`src/rtl/bblru_pkg.sv`:
```
// Shared constants for the byte-budget LRU cache.
package bblru_pkg;
  localparam int unsigned EntriesDef    = 16;
  localparam int unsigned KeyBitsDef    = 32;
  localparam int unsigned HandleBitsDef = 16;
  localparam int unsigned KindW   = 2;
  localparam int unsigned KeyW    = 32;
  localparam int unsigned HandleW = 16;
  localparam int unsigned SizeW   = 24;
  localparam int unsigned CapW    = 32;
  localparam int unsigned OccW    = 33;
  localparam int unsigned EvW     = 5;

  localparam logic [KindW-1:0] KindLookup = 2'd0;
  localparam logic [KindW-1:0] KindInsert = 2'd1;
  localparam logic [KindW-1:0] KindClear  = 2'd2;
  localparam logic [KindW-1:0] KindNop    = 2'd3;
endpackage

```
`src/rtl/byte_budget_lru_cache.sv`:
```
// Top level of the byte-budget LRU cache.
// Command channel: pulse start_i with kind_i, key_i, handle_i, item_bytes_i while
// busy_o is low; the beat is taken at that edge and busy_o rises for the work.
// kind 0 looks up a key, 1 inserts, 2 clears every slot, 3 does nothing.
// Result channel: done_o is high for one cycle with hit_o, handle_out_o,
// stored_o, evicted_count_o and occupancy_o; the receiver cannot stall it,
// so the result is simply presented for that one cycle.
// A scan walks the slots one a cycle through a single key compare and rank
// compare. A lookup hit or an admitted insert takes one scan plus an update
// pass over the slots; each eviction costs another scan. Clear and no-op go
// straight to the done state.
// Capacity is written through cfg_we_i / cfg_wdata_i; the user writes it only
// while idle, as the block does not enforce this. Reset clears valid bits,
// ranks, occupancy and capacity; slot payload memories are not cleared and
// are only read for valid slots.
module byte_budget_lru_cache #(
  parameter int unsigned Entries    = bblru_pkg::EntriesDef,
  parameter int unsigned KeyBits    = bblru_pkg::KeyBitsDef,
  parameter int unsigned HandleBits = bblru_pkg::HandleBitsDef
) (
  input  logic                         clk_i,
  input  logic                         rst_ni,
  input  logic                         start_i,
  output logic                         busy_o,
  input  logic [bblru_pkg::KindW-1:0]  kind_i,
  input  logic [bblru_pkg::KeyW-1:0]   key_i,
  input  logic [bblru_pkg::HandleW-1:0] handle_i,
  input  logic [bblru_pkg::SizeW-1:0]  item_bytes_i,
  input  logic                         cfg_we_i,
  input  logic [bblru_pkg::CapW-1:0]   cfg_wdata_i,
  output logic                         done_o,
  output logic                         hit_o,
  output logic [bblru_pkg::HandleW-1:0] handle_out_o,
  output logic                         stored_o,
  output logic [bblru_pkg::EvW-1:0]    evicted_count_o,
  output logic [bblru_pkg::OccW-1:0]   occupancy_o
);
  localparam int unsigned IdxW = $clog2(Entries);
  localparam int unsigned CntW = $clog2(Entries + 1);
  localparam int unsigned HbW  = (HandleBits < bblru_pkg::HandleW) ?
                                 HandleBits : bblru_pkg::HandleW;
  localparam int unsigned KbW  = (KeyBits < bblru_pkg::KeyW) ? KeyBits : bblru_pkg::KeyW;
  localparam logic [IdxW-1:0] LastIdx = IdxW'(Entries - 1);
  localparam logic [CntW-1:0] FullCnt = CntW'(Entries);

  typedef enum logic [2:0] {
    StIdle, StScan, StDecide, StEvict, StUpdate, StDone
  } state_e;

  state_e state_q;
  logic [bblru_pkg::CapW-1:0]   cap_q;
  logic [bblru_pkg::OccW-1:0]   occ_q;
  logic [Entries-1:0]           valid_q;
  logic [IdxW-1:0]              rank_q [Entries];
  logic [CntW-1:0]              nvalid_q;
  logic [bblru_pkg::KindW-1:0]  kind_q;
  logic [KeyBits-1:0]           key_q;
  logic [HandleBits-1:0]        hnd_q;
  logic [bblru_pkg::SizeW-1:0]  bytes_q;
  logic [IdxW-1:0]              idx_q;
  logic                         ins_q;     // insert past the presence check
  logic [IdxW-1:0]              tgt_q;     // hit slot or free slot to fill
  logic [IdxW-1:0]              hrank_q;
  logic [bblru_pkg::EvW-1:0]    ev_q;

  logic [KeyBits-1:0]           mem_key  [Entries];
  logic [HandleBits-1:0]        mem_hnd  [Entries];
  logic [bblru_pkg::SizeW-1:0]  mem_size [Entries];

  logic scan_clr, scan_en, match, lru_found;
  logic [IdxW-1:0] match_idx, lru_idx;
  logic [KeyBits-1:0] key_ext;

  assign busy_o  = (state_q != StIdle);
  assign key_ext = KeyBits'(key_i[KbW-1:0]);
  assign scan_clr = (state_q == StIdle) || (state_q == StEvict);
  assign scan_en  = (state_q == StScan);

  bblru_scan #(.Entries(Entries), .KeyBits(KeyBits)) u_scan (
    .clk_i, .rst_ni,
    .clr_i       (scan_clr),
    .en_i        (scan_en),
    .idx_i       (idx_q),
    .valid_i     (valid_q[idx_q]),
    .key_i       (key_q),
    .slot_key_i  (mem_key[idx_q]),
    .rank_i      (rank_q[idx_q]),
    .match_o     (match),
    .match_idx_o (match_idx),
    .lru_found_o (lru_found),
    .lru_idx_o   (lru_idx)
  );

  // free slot search: first invalid slot (priority over valid bits)
  logic            free_found;
  logic [IdxW-1:0] free_idx;
  always_comb begin
    free_found = 1'b0;
    free_idx   = '0;
    for (int i = Entries - 1; i >= 0; i--) begin
      if (!valid_q[i]) begin
        free_found = 1'b1;
        free_idx   = IdxW'(i);
      end
    end
  end

  logic [bblru_pkg::OccW-1:0] occ_cap, lru_sz;
  assign occ_cap = bblru_pkg::OccW'(cap_q);
  assign lru_sz  = bblru_pkg::OccW'(mem_size[lru_idx]);

  always_ff @(posedge clk_i) begin
    if (state_q == StUpdate && ins_q && idx_q == LastIdx) begin
      mem_key[tgt_q]  <= key_q;
      mem_hnd[tgt_q]  <= hnd_q;
      mem_size[tgt_q] <= bytes_q;
    end
  end

  always_ff @(posedge clk_i or negedge rst_ni) begin
    if (!rst_ni) begin
      state_q  <= StIdle;
      cap_q    <= '0;
      occ_q    <= '0;
      valid_q  <= '0;
      nvalid_q <= '0;
      for (int i = 0; i < Entries; i++) rank_q[i] <= '0;
      kind_q   <= '0;
      key_q    <= '0;
      hnd_q    <= '0;
      bytes_q  <= '0;
      idx_q    <= '0;
      ins_q    <= 1'b0;
      tgt_q    <= '0;
      hrank_q  <= '0;
      ev_q     <= '0;
      done_o          <= 1'b0;
      hit_o           <= 1'b0;
      handle_out_o    <= '0;
      stored_o        <= 1'b0;
      evicted_count_o <= '0;
      occupancy_o     <= '0;
    end else begin
      done_o <= 1'b0;
      if (cfg_we_i) cap_q <= cfg_wdata_i;
      case (state_q)
        StIdle: begin
          if (start_i) begin
            kind_q  <= kind_i;
            key_q   <= key_ext;
            hnd_q   <= HandleBits'(handle_i[HbW-1:0]);
            bytes_q <= item_bytes_i;
            idx_q   <= '0;
            ins_q   <= 1'b0;
            ev_q    <= '0;
            if (kind_i == bblru_pkg::KindLookup || kind_i == bblru_pkg::KindInsert) begin
              state_q <= StScan;
            end else begin
              if (kind_i == bblru_pkg::KindClear) begin
                valid_q  <= '0;
                nvalid_q <= '0;
                occ_q    <= '0;
                for (int i = 0; i < Entries; i++) rank_q[i] <= '0;
              end
              state_q <= StDone;
            end
          end
        end
        StScan: begin
          idx_q <= idx_q + 1'b1;
          if (idx_q == LastIdx) begin
            idx_q   <= '0;
            state_q <= StDecide;
          end
        end
        StDecide: begin
          if (kind_q == bblru_pkg::KindLookup) begin
            if (match) begin
              tgt_q   <= match_idx;
              hrank_q <= rank_q[match_idx];
              state_q <= StUpdate;
            end else begin
              state_q <= StDone;
            end
          end else if (!ins_q) begin
            // after presence scan: admit and add size unless hit or zero budget
            if (match || cap_q == '0) begin
              state_q <= StDone;
            end else begin
              ins_q   <= 1'b1;
              occ_q   <= occ_q + bblru_pkg::OccW'(bytes_q);
              state_q <= StEvict;
            end
          end else begin
            // LRU scan done: evict if over budget, or if every slot is full
            if (lru_found && (occ_q > occ_cap || nvalid_q == FullCnt)) begin
              valid_q[lru_idx] <= 1'b0;
              nvalid_q <= nvalid_q - 1'b1;
              ev_q     <= ev_q + 1'b1;
              if (nvalid_q == CntW'(1)) occ_q <= bblru_pkg::OccW'(bytes_q);
              else if (occ_q >= lru_sz) occ_q <= occ_q - lru_sz;
              else occ_q <= '0;
              state_q <= StEvict;
            end else begin
              tgt_q   <= free_idx;
              state_q <= StUpdate;
            end
          end
        end
        StEvict: begin
          // rescan for the next least recent slot, or move on
          if (occ_q > occ_cap || nvalid_q == FullCnt) begin
            idx_q   <= '0;
            state_q <= StScan;
          end else begin
            tgt_q   <= free_idx;
            state_q <= StUpdate;
          end
        end
        StUpdate: begin
          // age ranks one slot per cycle
          if (kind_q == bblru_pkg::KindLookup) begin
            if (idx_q == tgt_q) rank_q[idx_q] <= '0;
            else if (valid_q[idx_q] && rank_q[idx_q] < hrank_q)
              rank_q[idx_q] <= rank_q[idx_q] + 1'b1;
          end else if (valid_q[idx_q]) begin
            rank_q[idx_q] <= rank_q[idx_q] + 1'b1;
          end
          idx_q <= idx_q + 1'b1;
          if (idx_q == LastIdx) begin
            if (kind_q == bblru_pkg::KindInsert && free_found) begin
              valid_q[tgt_q] <= 1'b1;
              rank_q[tgt_q]  <= '0;
              nvalid_q       <= nvalid_q + 1'b1;
              if (nvalid_q == '0) occ_q <= bblru_pkg::OccW'(bytes_q);
            end else if (kind_q == bblru_pkg::KindInsert) begin
              ins_q <= 1'b0;
            end
            state_q <= StDone;
          end
        end
        StDone: begin
          done_o          <= 1'b1;
          hit_o           <= (kind_q == bblru_pkg::KindLookup) && match;
          handle_out_o    <= ((kind_q == bblru_pkg::KindLookup) && match) ?
                             bblru_pkg::HandleW'(mem_hnd[match_idx]) : '0;
          stored_o        <= (kind_q == bblru_pkg::KindInsert) && ins_q;
          evicted_count_o <= ev_q;
          occupancy_o     <= occ_q;
          state_q         <= StIdle;
        end
        default: state_q <= StIdle;
      endcase
    end
  end
endmodule

```
`src/rtl/bblru_scan.sv`:
```
// Slot scanner: one slot per cycle, finds a key match and the least recent slot.
module bblru_scan #(
  parameter int unsigned Entries = bblru_pkg::EntriesDef,
  parameter int unsigned KeyBits = bblru_pkg::KeyBitsDef,
  localparam int unsigned IdxW = $clog2(Entries)
) (
  input  logic               clk_i,
  input  logic               rst_ni,
  input  logic               clr_i,
  input  logic               en_i,
  input  logic [IdxW-1:0]    idx_i,
  input  logic               valid_i,
  input  logic [KeyBits-1:0] key_i,
  input  logic [KeyBits-1:0] slot_key_i,
  input  logic [IdxW-1:0]    rank_i,
  output logic               match_o,
  output logic [IdxW-1:0]    match_idx_o,
  output logic               lru_found_o,
  output logic [IdxW-1:0]    lru_idx_o
);
  logic [IdxW-1:0] lru_rank_q;

  always_ff @(posedge clk_i or negedge rst_ni) begin
    if (!rst_ni) begin
      match_o     <= 1'b0;
      match_idx_o <= '0;
      lru_found_o <= 1'b0;
      lru_idx_o   <= '0;
      lru_rank_q  <= '0;
    end else if (clr_i) begin
      match_o     <= 1'b0;
      lru_found_o <= 1'b0;
    end else if (en_i && valid_i) begin
      if (!match_o && slot_key_i == key_i) begin
        match_o     <= 1'b1;
        match_idx_o <= idx_i;
      end
      // keep the first slot on a rank tie, as a strict compare does
      if (!lru_found_o || rank_i > lru_rank_q) begin
        lru_found_o <= 1'b1;
        lru_idx_o   <= idx_i;
        lru_rank_q  <= rank_i;
      end
    end
  end
endmodule

```
`config.mk`:
```
export PLATFORM = sky130hd
export DESIGN_NAME = byte_budget_lru_cache
export DESIGN_NICKNAME = d
export VERILOG_FILES = /design/src/rtl/bblru_pkg.sv /design/src/rtl/byte_budget_lru_cache.sv /design/src/rtl/bblru_scan.sv
export SDC_FILE = /design/constraint.sdc
export NUM_CORES = 2
export LEC_CHECK = 0
export BUFFER_PORTS_ARGS = -buffer_cell sky130_fd_sc_hd__buf_2
export CAP_MARGIN = 20
export CORE_MARGIN = 3
export CORE_UTILIZATION = 50
export DETAILED_ROUTE_END_ITERATION = 8
export MAX_ROUTING_LAYER = met4
export PLACE_DENSITY = 0.69
export SLEW_MARGIN = 20
export SYNTH_ARGS = -nofsm -noshare
export SYNTH_HDL_FRONTEND = slang
export SYNTH_SLANG_ARGS = --single-unit
```
`constraint.sdc`:
```
create_clock -name clk_i -period 4.6 [get_ports clk_i]
set_input_delay 0.92 -clock clk_i [delete_from_list [all_inputs] [get_ports clk_i]]
set_output_delay 0.92 -clock clk_i [all_outputs]
set_load 0.02 [all_outputs]
```
* Word-level counts from Yosys, hierarchy flattened
Memory sizes are Yosys's and may differ from the RTL's.
Cells that the tools add are included.
** Word-level totals
- Register bits after elaboration :: 316
- Memory bits (writable) :: 1152
- Output and inout bits :: 58
- Memories :: 3
** Memories
- mem_key :: words 16, bits a word 32, read ports 1, clocked after Yosys merged registers in 0, wr ports 1, RTL line byte_budget_lru_cache.sv:66 : logic [KeyBits-1:0] mem_key [Entries];
- mem_size :: words 16, bits a word 24, read ports 1, clocked after Yosys merged registers in 0, wr ports 1, RTL line byte_budget_lru_cache.sv:68 : logic [bblru_pkg::SizeW-1:0] mem_size [Entries];
- mem_hnd :: words 16, bits a word 16, read ports 1, clocked after Yosys merged registers in 0, wr ports 1, RTL line byte_budget_lru_cache.sv:67 : logic [HandleBits-1:0] mem_hnd [Entries];
** Cells by class
- Add/subtract/negate cells :: 7
- Order comparisons :: 14
- Equal/unequal tests :: 32
- Mux-type cells :: 135
- Bitwise gates (word level) :: 11
- Reduce and logical (&&, ||, !) cells :: 48
** Operator list (count)
- 2-to-1 mux 64 bit :: 10
- 2-to-1 mux 33 bit :: 12
- 2-to-1 mux 16 bit :: 9
- bitwise AND 64 bit :: 2
- inverter 64 bit :: 2
- case mux 64 bit (2 select lines) :: 1
- 2-to-1 mux 4 bit :: 30
- case mux 33 bit (3 select lines) :: 1
- bitwise mux 64 bit :: 1
- 2-to-1 mux 5 bit :: 12
- case mux 16 bit (3 select lines) :: 1
- 2-to-1 mux 1 bit :: 36
- adder 33 x 24 -> 33 bit :: 1
- >= comparator 33 x 24 -> 1 bit :: 1
- > comparator 33 x 32 -> 1 bit :: 1
- subtractor 33 x 24 -> 33 bit :: 1
- binary-select mux 4 bit (select 4 bit) :: 2
- demux 4 bit (select 4 bit) :: 2
- == test 32 bit :: 1
- zero test 32 bit :: 1
- 2-to-1 mux 3 bit :: 9
- bitwise AND 16 bit :: 1
- != test 2 bit, second input constant :: 8
- inverter 16 bit :: 1
- 48 further kinds :: 101

* Depth between registers and ports, before layout
- Depth after elaboration :: 20
- Depth in mapped cells :: 19
- Mapped depth without buffers :: 13

* Modules after synthesis
A second synthesis with hierarchy kept.
** Second synthesis, totals
- Cells, all modules :: 4186
- Area, all modules :: 64580.7 um^2
** Modules (own cells, without submodules)
- byte_budget_lru_cache :: times used 1, cells an instance 4094, area an instance 63586.0 um^2
- bblru_scan :: times used 1, cells an instance 92, area an instance 994.7 um^2

* Worst setup path after synthesis
Ideal clock, no wire load.
- Path kind :: flip-flop to flip-flop
- Start :: reg idx_q[1]
- End :: mem mem_hnd[1][0] in the netlist's numbering, enable pin
- Library setup time :: 0.503 ns
- Arrival :: 4.551 ns
- Required time :: 4.097 ns
- Setup slack :: -0.453 ns
- Stages on the path, launching flop included :: 7
- Buffers on the path :: 1
- Period minus slack after synthesis :: 5.053 ns
- Path through :: dfrtp_1 > ha_1 > clkbuf_1 > nand3_1 > nor3_1 > nand2_1 > nor2_1
** On the way
- Cells in the longest elaborated chain, start to end :: 4
** RTL lines
- start, declared :: RTL line byte_budget_lru_cache.sv:60 : logic [IdxW-1:0] idx_q;
- start signal, assigned :: RTL line byte_budget_lru_cache.sv:170 : idx_q <= idx_q + 1'b1;
- start signal, assigned :: RTL line byte_budget_lru_cache.sv:229 : idx_q <= idx_q + 1'b1;
- == test 4 bit :: RTL line byte_budget_lru_cache.sv:113 : if (state_q == StUpdate && ins_q && idx_q == LastIdx) begin
- logical AND 1 bit :: RTL line byte_budget_lru_cache.sv:113
- 2-to-1 mux 1 bit :: RTL line byte_budget_lru_cache.sv:113
- 2-to-1 mux 1 bit (not written as such) :: RTL line byte_budget_lru_cache.sv:115 : mem_hnd[tgt_q] <= hnd_q;
- end, declared :: RTL line byte_budget_lru_cache.sv:67
No other way between the ends.

* Final worst setup path
- Start :: reg u_scan.lru_idx_o[0]
- End :: reg occ_q[18] in the netlist's numbering
** On the way
- Cells in the longest elaborated chain, start to end :: 8
- Elaborated cells between the ends (all ways) :: 9
** RTL lines
- start, declared :: RTL line bblru_scan.sv:19 : output logic [IdxW-1:0] lru_idx_o
- start signal, assigned :: RTL line bblru_scan.sv:41 : lru_idx_o <= idx_i;
- memory read (16 x 24 bit) *
- subtractor 33 x 24 -> 33 bit or >= comparator 33 x 24 -> 1 bit (tied branches) :: RTL line byte_budget_lru_cache.sv:201 : else if (occ_q >= lru_sz) occ_q <= occ_q - lru_sz;
- 2-to-1 mux 33 bit * :: RTL line byte_budget_lru_cache.sv:201
- 2-to-1 mux 33 bit * :: RTL line byte_budget_lru_cache.sv:200 : if (nvalid_q == CntW'(1)) occ_q <= bblru_pkg::OccW'(bytes_q);
- 2-to-1 mux 33 bit * :: RTL line byte_budget_lru_cache.sv:196 : if (lru_found && (occ_q > occ_cap || nvalid_q == FullCnt)) begin
- 2-to-1 mux 33 bit * :: RTL line byte_budget_lru_cache.sv:185 : end else if (!ins_q) begin
- 2-to-1 mux 33 bit * :: RTL line byte_budget_lru_cache.sv:177 : if (kind_q == bblru_pkg::KindLookup) begin
- case mux 33 bit (3 select lines) * :: RTL line byte_budget_lru_cache.sv:146 : case (state_q)
- end signal, assigned :: RTL line byte_budget_lru_cache.sv:191 : occ_q <= occ_q + bblru_pkg::OccW'(bytes_q);
- end signal, assigned :: RTL line byte_budget_lru_cache.sv:200
- end signal, assigned :: RTL line byte_budget_lru_cache.sv:201
- end, declared :: RTL line byte_budget_lru_cache.sv:52 : logic [bblru_pkg::OccW-1:0] occ_q;
Every way passes the cells marked *; elsewhere a longest branch is shown, timed or not. The select of a mux whose other input is x is not followed.
A chain may end at the register's enable or synchronous reset.

==> qor.txt <==
status - completed
sequential area share after synthesis - 66.3%
Design Area, Final - 74000 sq um
Synth async-reset ratio - 21.5%
Net Sw Frac - 34.1%
root buffer cell - clkbuf_16
R2R Path Start - u_scan.lru_idx_o[0]
R2R cell count - 17
fmax - 0.228 GHz
total design power - 44.3 mW
cell-internal power - 29.2 mW
share of cells above drive strength 1 - 23.5%
Leakage - 26.7 nW
r2r endpoint - occ_q[18]
antenna violations before repair - 1
Post-synth top cells - 1152 x edfxtp_1, 530 x nand2_1, 355 x mux4_2
R2R Setup Slk - 0.22 ns
Post-synth EDFFs - 1152
crit path max fanout - 8
Initial Utilization - 50.7%
Post-Syn Instances - 4190
routed wire length - 171 mm
P&R area growth vs syn - 15.5%
CTS Buffer Depth - 3
vias after detailed routing - 39.5k
Worst-Margin Slew - 1.14 ns
Non-Filler Instances - 6314
Reg clk slew, reported paths - 0.06 ns
Post-Place Cells - 6019
Hold Crit Class - in -> async
fillers - 9505
highest-delay cell along the critical path - dfrtp_4
Sequential Area - 42500 sq um
DRT Pass-1 Iters - 6
Synth Register Bits - 1468
CTS tree - yes
WP data required - 5.25 ns
Yosys top cell area share - 54.0%
drt initial violations - 4462
Syn Nets - 4399
WS Path Type - reg -> reg
Crit path max-delay family - multiplexers
worst path cell trace - buf_12, buf_4, mux4_2, mux4_2, inv_1, ha_1, nand4b_1, nor4_2, buf_4, nand4_1, nand3b_1, a211oi_4, nor2_1, buf_4, and4b_1, a221o_1, mux2_2
worst stage delay on the critical path - 0.53 ns
Final Max Slew Viols - 0
IO Port Bufs - 167
crit path DAT - 5.03 ns
largest area contributor in the netlist - edfxtp_1
largest net degree at the start of global routing - 102
CTS Sinks - 1468
Multi-input gate area - 20400 sq um
endpoints failing hold - 0
number of global-route vias before repair - 39.5k
worst skew pair latency - 0.78 ns
Max VDD drop - 0.347 mV
Synth Area per Inst - 15.3 sq um
Clock Power Share - 26.9%
Worst setup EP type - flop
final net count - 4742
H-tree level count - 4
die height - 364 um
gr usage total - 26.9%
synth top area cells - edfxtp_1 54%, mux4_2 12%, dfrtp_1 12%
Detailed Place HPWL - 107 mm
DRC - 0
CTS buffer count - 152
Crit path top cell by count - buf_4
count leader, synth - edfxtp_1
Area after DPL - 68900 sq um
WL per Instance - 27.0 um
Power Density - 599 nW/um^2
Synthesis Warnings - 0
die width - 364 um
CP bufs+invs - 5
first-pass GRT wire length - 257 mm
Final WS setup - 0.219 ns
Final Cycle Share - 95.2%
MaxCap Viol Count - 0
minimum clock period - 4.38 ns
max_slew headroom - 24.2%
ANT nets after route - 0
final setup vio count - 0
final core utilization - 58.5%
I/O pins - 168
combinational fraction of design power - 31.3%
num rows - 130
Startpoint Class - flop
Top FF cell, synth - edfxtp_1
Netlist cell types - 87
RePlAce Congestion - 0.976
Psw - 15.1 mW
sequential share of power - 41.7%
Post-Syn Area - 64100 sq um
gr ovfl total - 0
DR vias/cell - 6.25
Worst Skew - 0.0218 ns
dpl ws - 0.0294 ns
Core Box Area - 126000 sq um
Die ar. - 132000 sq um
## cell families after synthesis
kind of cell	share of synthesized area (%)
xor+xnor	1.12
flops	66.3
buf+inv	2.16
fa+ha+maj	1.96
compound gates	7.37
simple gates	6.57
mux	14.5
## routing by layer
metal  wire, um  up-vias  track usage [%]
met2      81700     1833             41.6
li1           -    17000                -
met1      71600    20300             37.9
met5          0        -                -
met4       4430        0             7.19
met3      13100      314             3.84
## flip-flops by register name, indices dropped and copies added (netlist names), 16 cells and up
register      flops
mem_key         512
bytes_q          24
occ_q            33
mem_hnd         256
cap_q            32
valid_q          16
key_q            32
rank_q           64
mem_size        384
occupancy_o      33
hnd_q            16
handle_out_o     16
## power by group through the flow
| stage | Combinational (mW) | Sequential [mW] | Clock [mW] |
|---|---|---|---|
| 2_1_floorplan | 9.19 | 18.1 | 0 |
| 3_3_place_gp | 13.4 | 18.7 | 0 |
| 3_5_place_dp | 13.6 | 18.8 | 0 |
| 4_1_cts | 13.7 | 18.5 | 12.1 |
| 5_1_grt | 15.1 | 18.7 | 12.7 |
| 6_report | 13.9 | 18.5 | 11.9 |
## worst max-delay path by stage
stage	from	to	slack [ns]	cells past startpoint
final	u_scan.lru_idx_o[0]	occ_q[18]	0.22	17
after global routing	u_scan.lru_idx_o[0]	occ_q[8]	-0.005	17
after CTS	u_scan.lru_idx_o[0]	occ_q[18]	0.06	13
after detailed placement	u_scan.lru_idx_o[0]	occ_q[18]	0.03	13
after global placement	u_scan.lru_idx_o[0]	occ_q[18]	0.08	13
after floorplan	idx_q[1]	mem_hnd[1][0]	-0.45	6
## cell usage in the layout (no fill, tap or decap), drive strengths merged, types with 39 or more instances in the layout
master and n:
nor2 166, xor2 39, ha 97, inv 129
nand2 531, mux2i 69, mux4 355, o21ai 273
clkbuf 220, clkinv 48, nand3 62, a21oi 181
nor3 46, buf 405, xnor2 43, edfxtp 1152
mux2 54, dfrtp 316
## through the flow
| stage | setup TNS, ns | hold slack [ns] |
|---|---|---|
| 5_1_grt | -0.00509 | 0.227 |
| 2_1_floorplan | -511.21 | 0.476 |
| 6_report | 0 | 0.191 |
| 3_3_place_gp | 0 | 0.457 |
| 3_5_place_dp | 0 | 0.464 |
| 4_1_cts | 0 | 0.209 |
## worst register-to-register path: stages, from the launching register on
cell	delay, ns
dfrtp_4	0.53
buf_12	0.20
buf_4	0.18
mux4_2	0.50
mux4_2	0.51
inv_1	0.09
ha_1	0.28
nand4b_1	0.20
nor4_2	0.06
buf_4	0.16
nand4_1	0.13
nand3b_1	0.14
a211oi_4	0.28
nor2_1	0.13
buf_4	0.20
and4b_1	0.20
a221o_1	0.25
mux2_2	0.25
## what timing repair did
| action | CTS | global route |
|---|---|---|
| hold endpoints to repair | 0 | 0 |
| cloned | 0 | 1 |
| endpoints found under the setup margin | 1 | 32 |
| pin swaps | 0 | 1 |
| hold buffers | 0 | 0 |
| buffers inserted | 0 | 9 |
| gates resized for setup | 1 | 15 |
## layout make-up
type                    count  share of cell area, %
well taps                1650                   2.79
multi-input cells        2379                   27.6
inverters                 125                  0.634
repair buffers            407                   4.89
diodes                      1                0.00338
clock inverters            66                  0.947
clock buffers             218                   5.64
flip-flops and latches   1468                   57.5
Power figures use the tool's default switching activity.
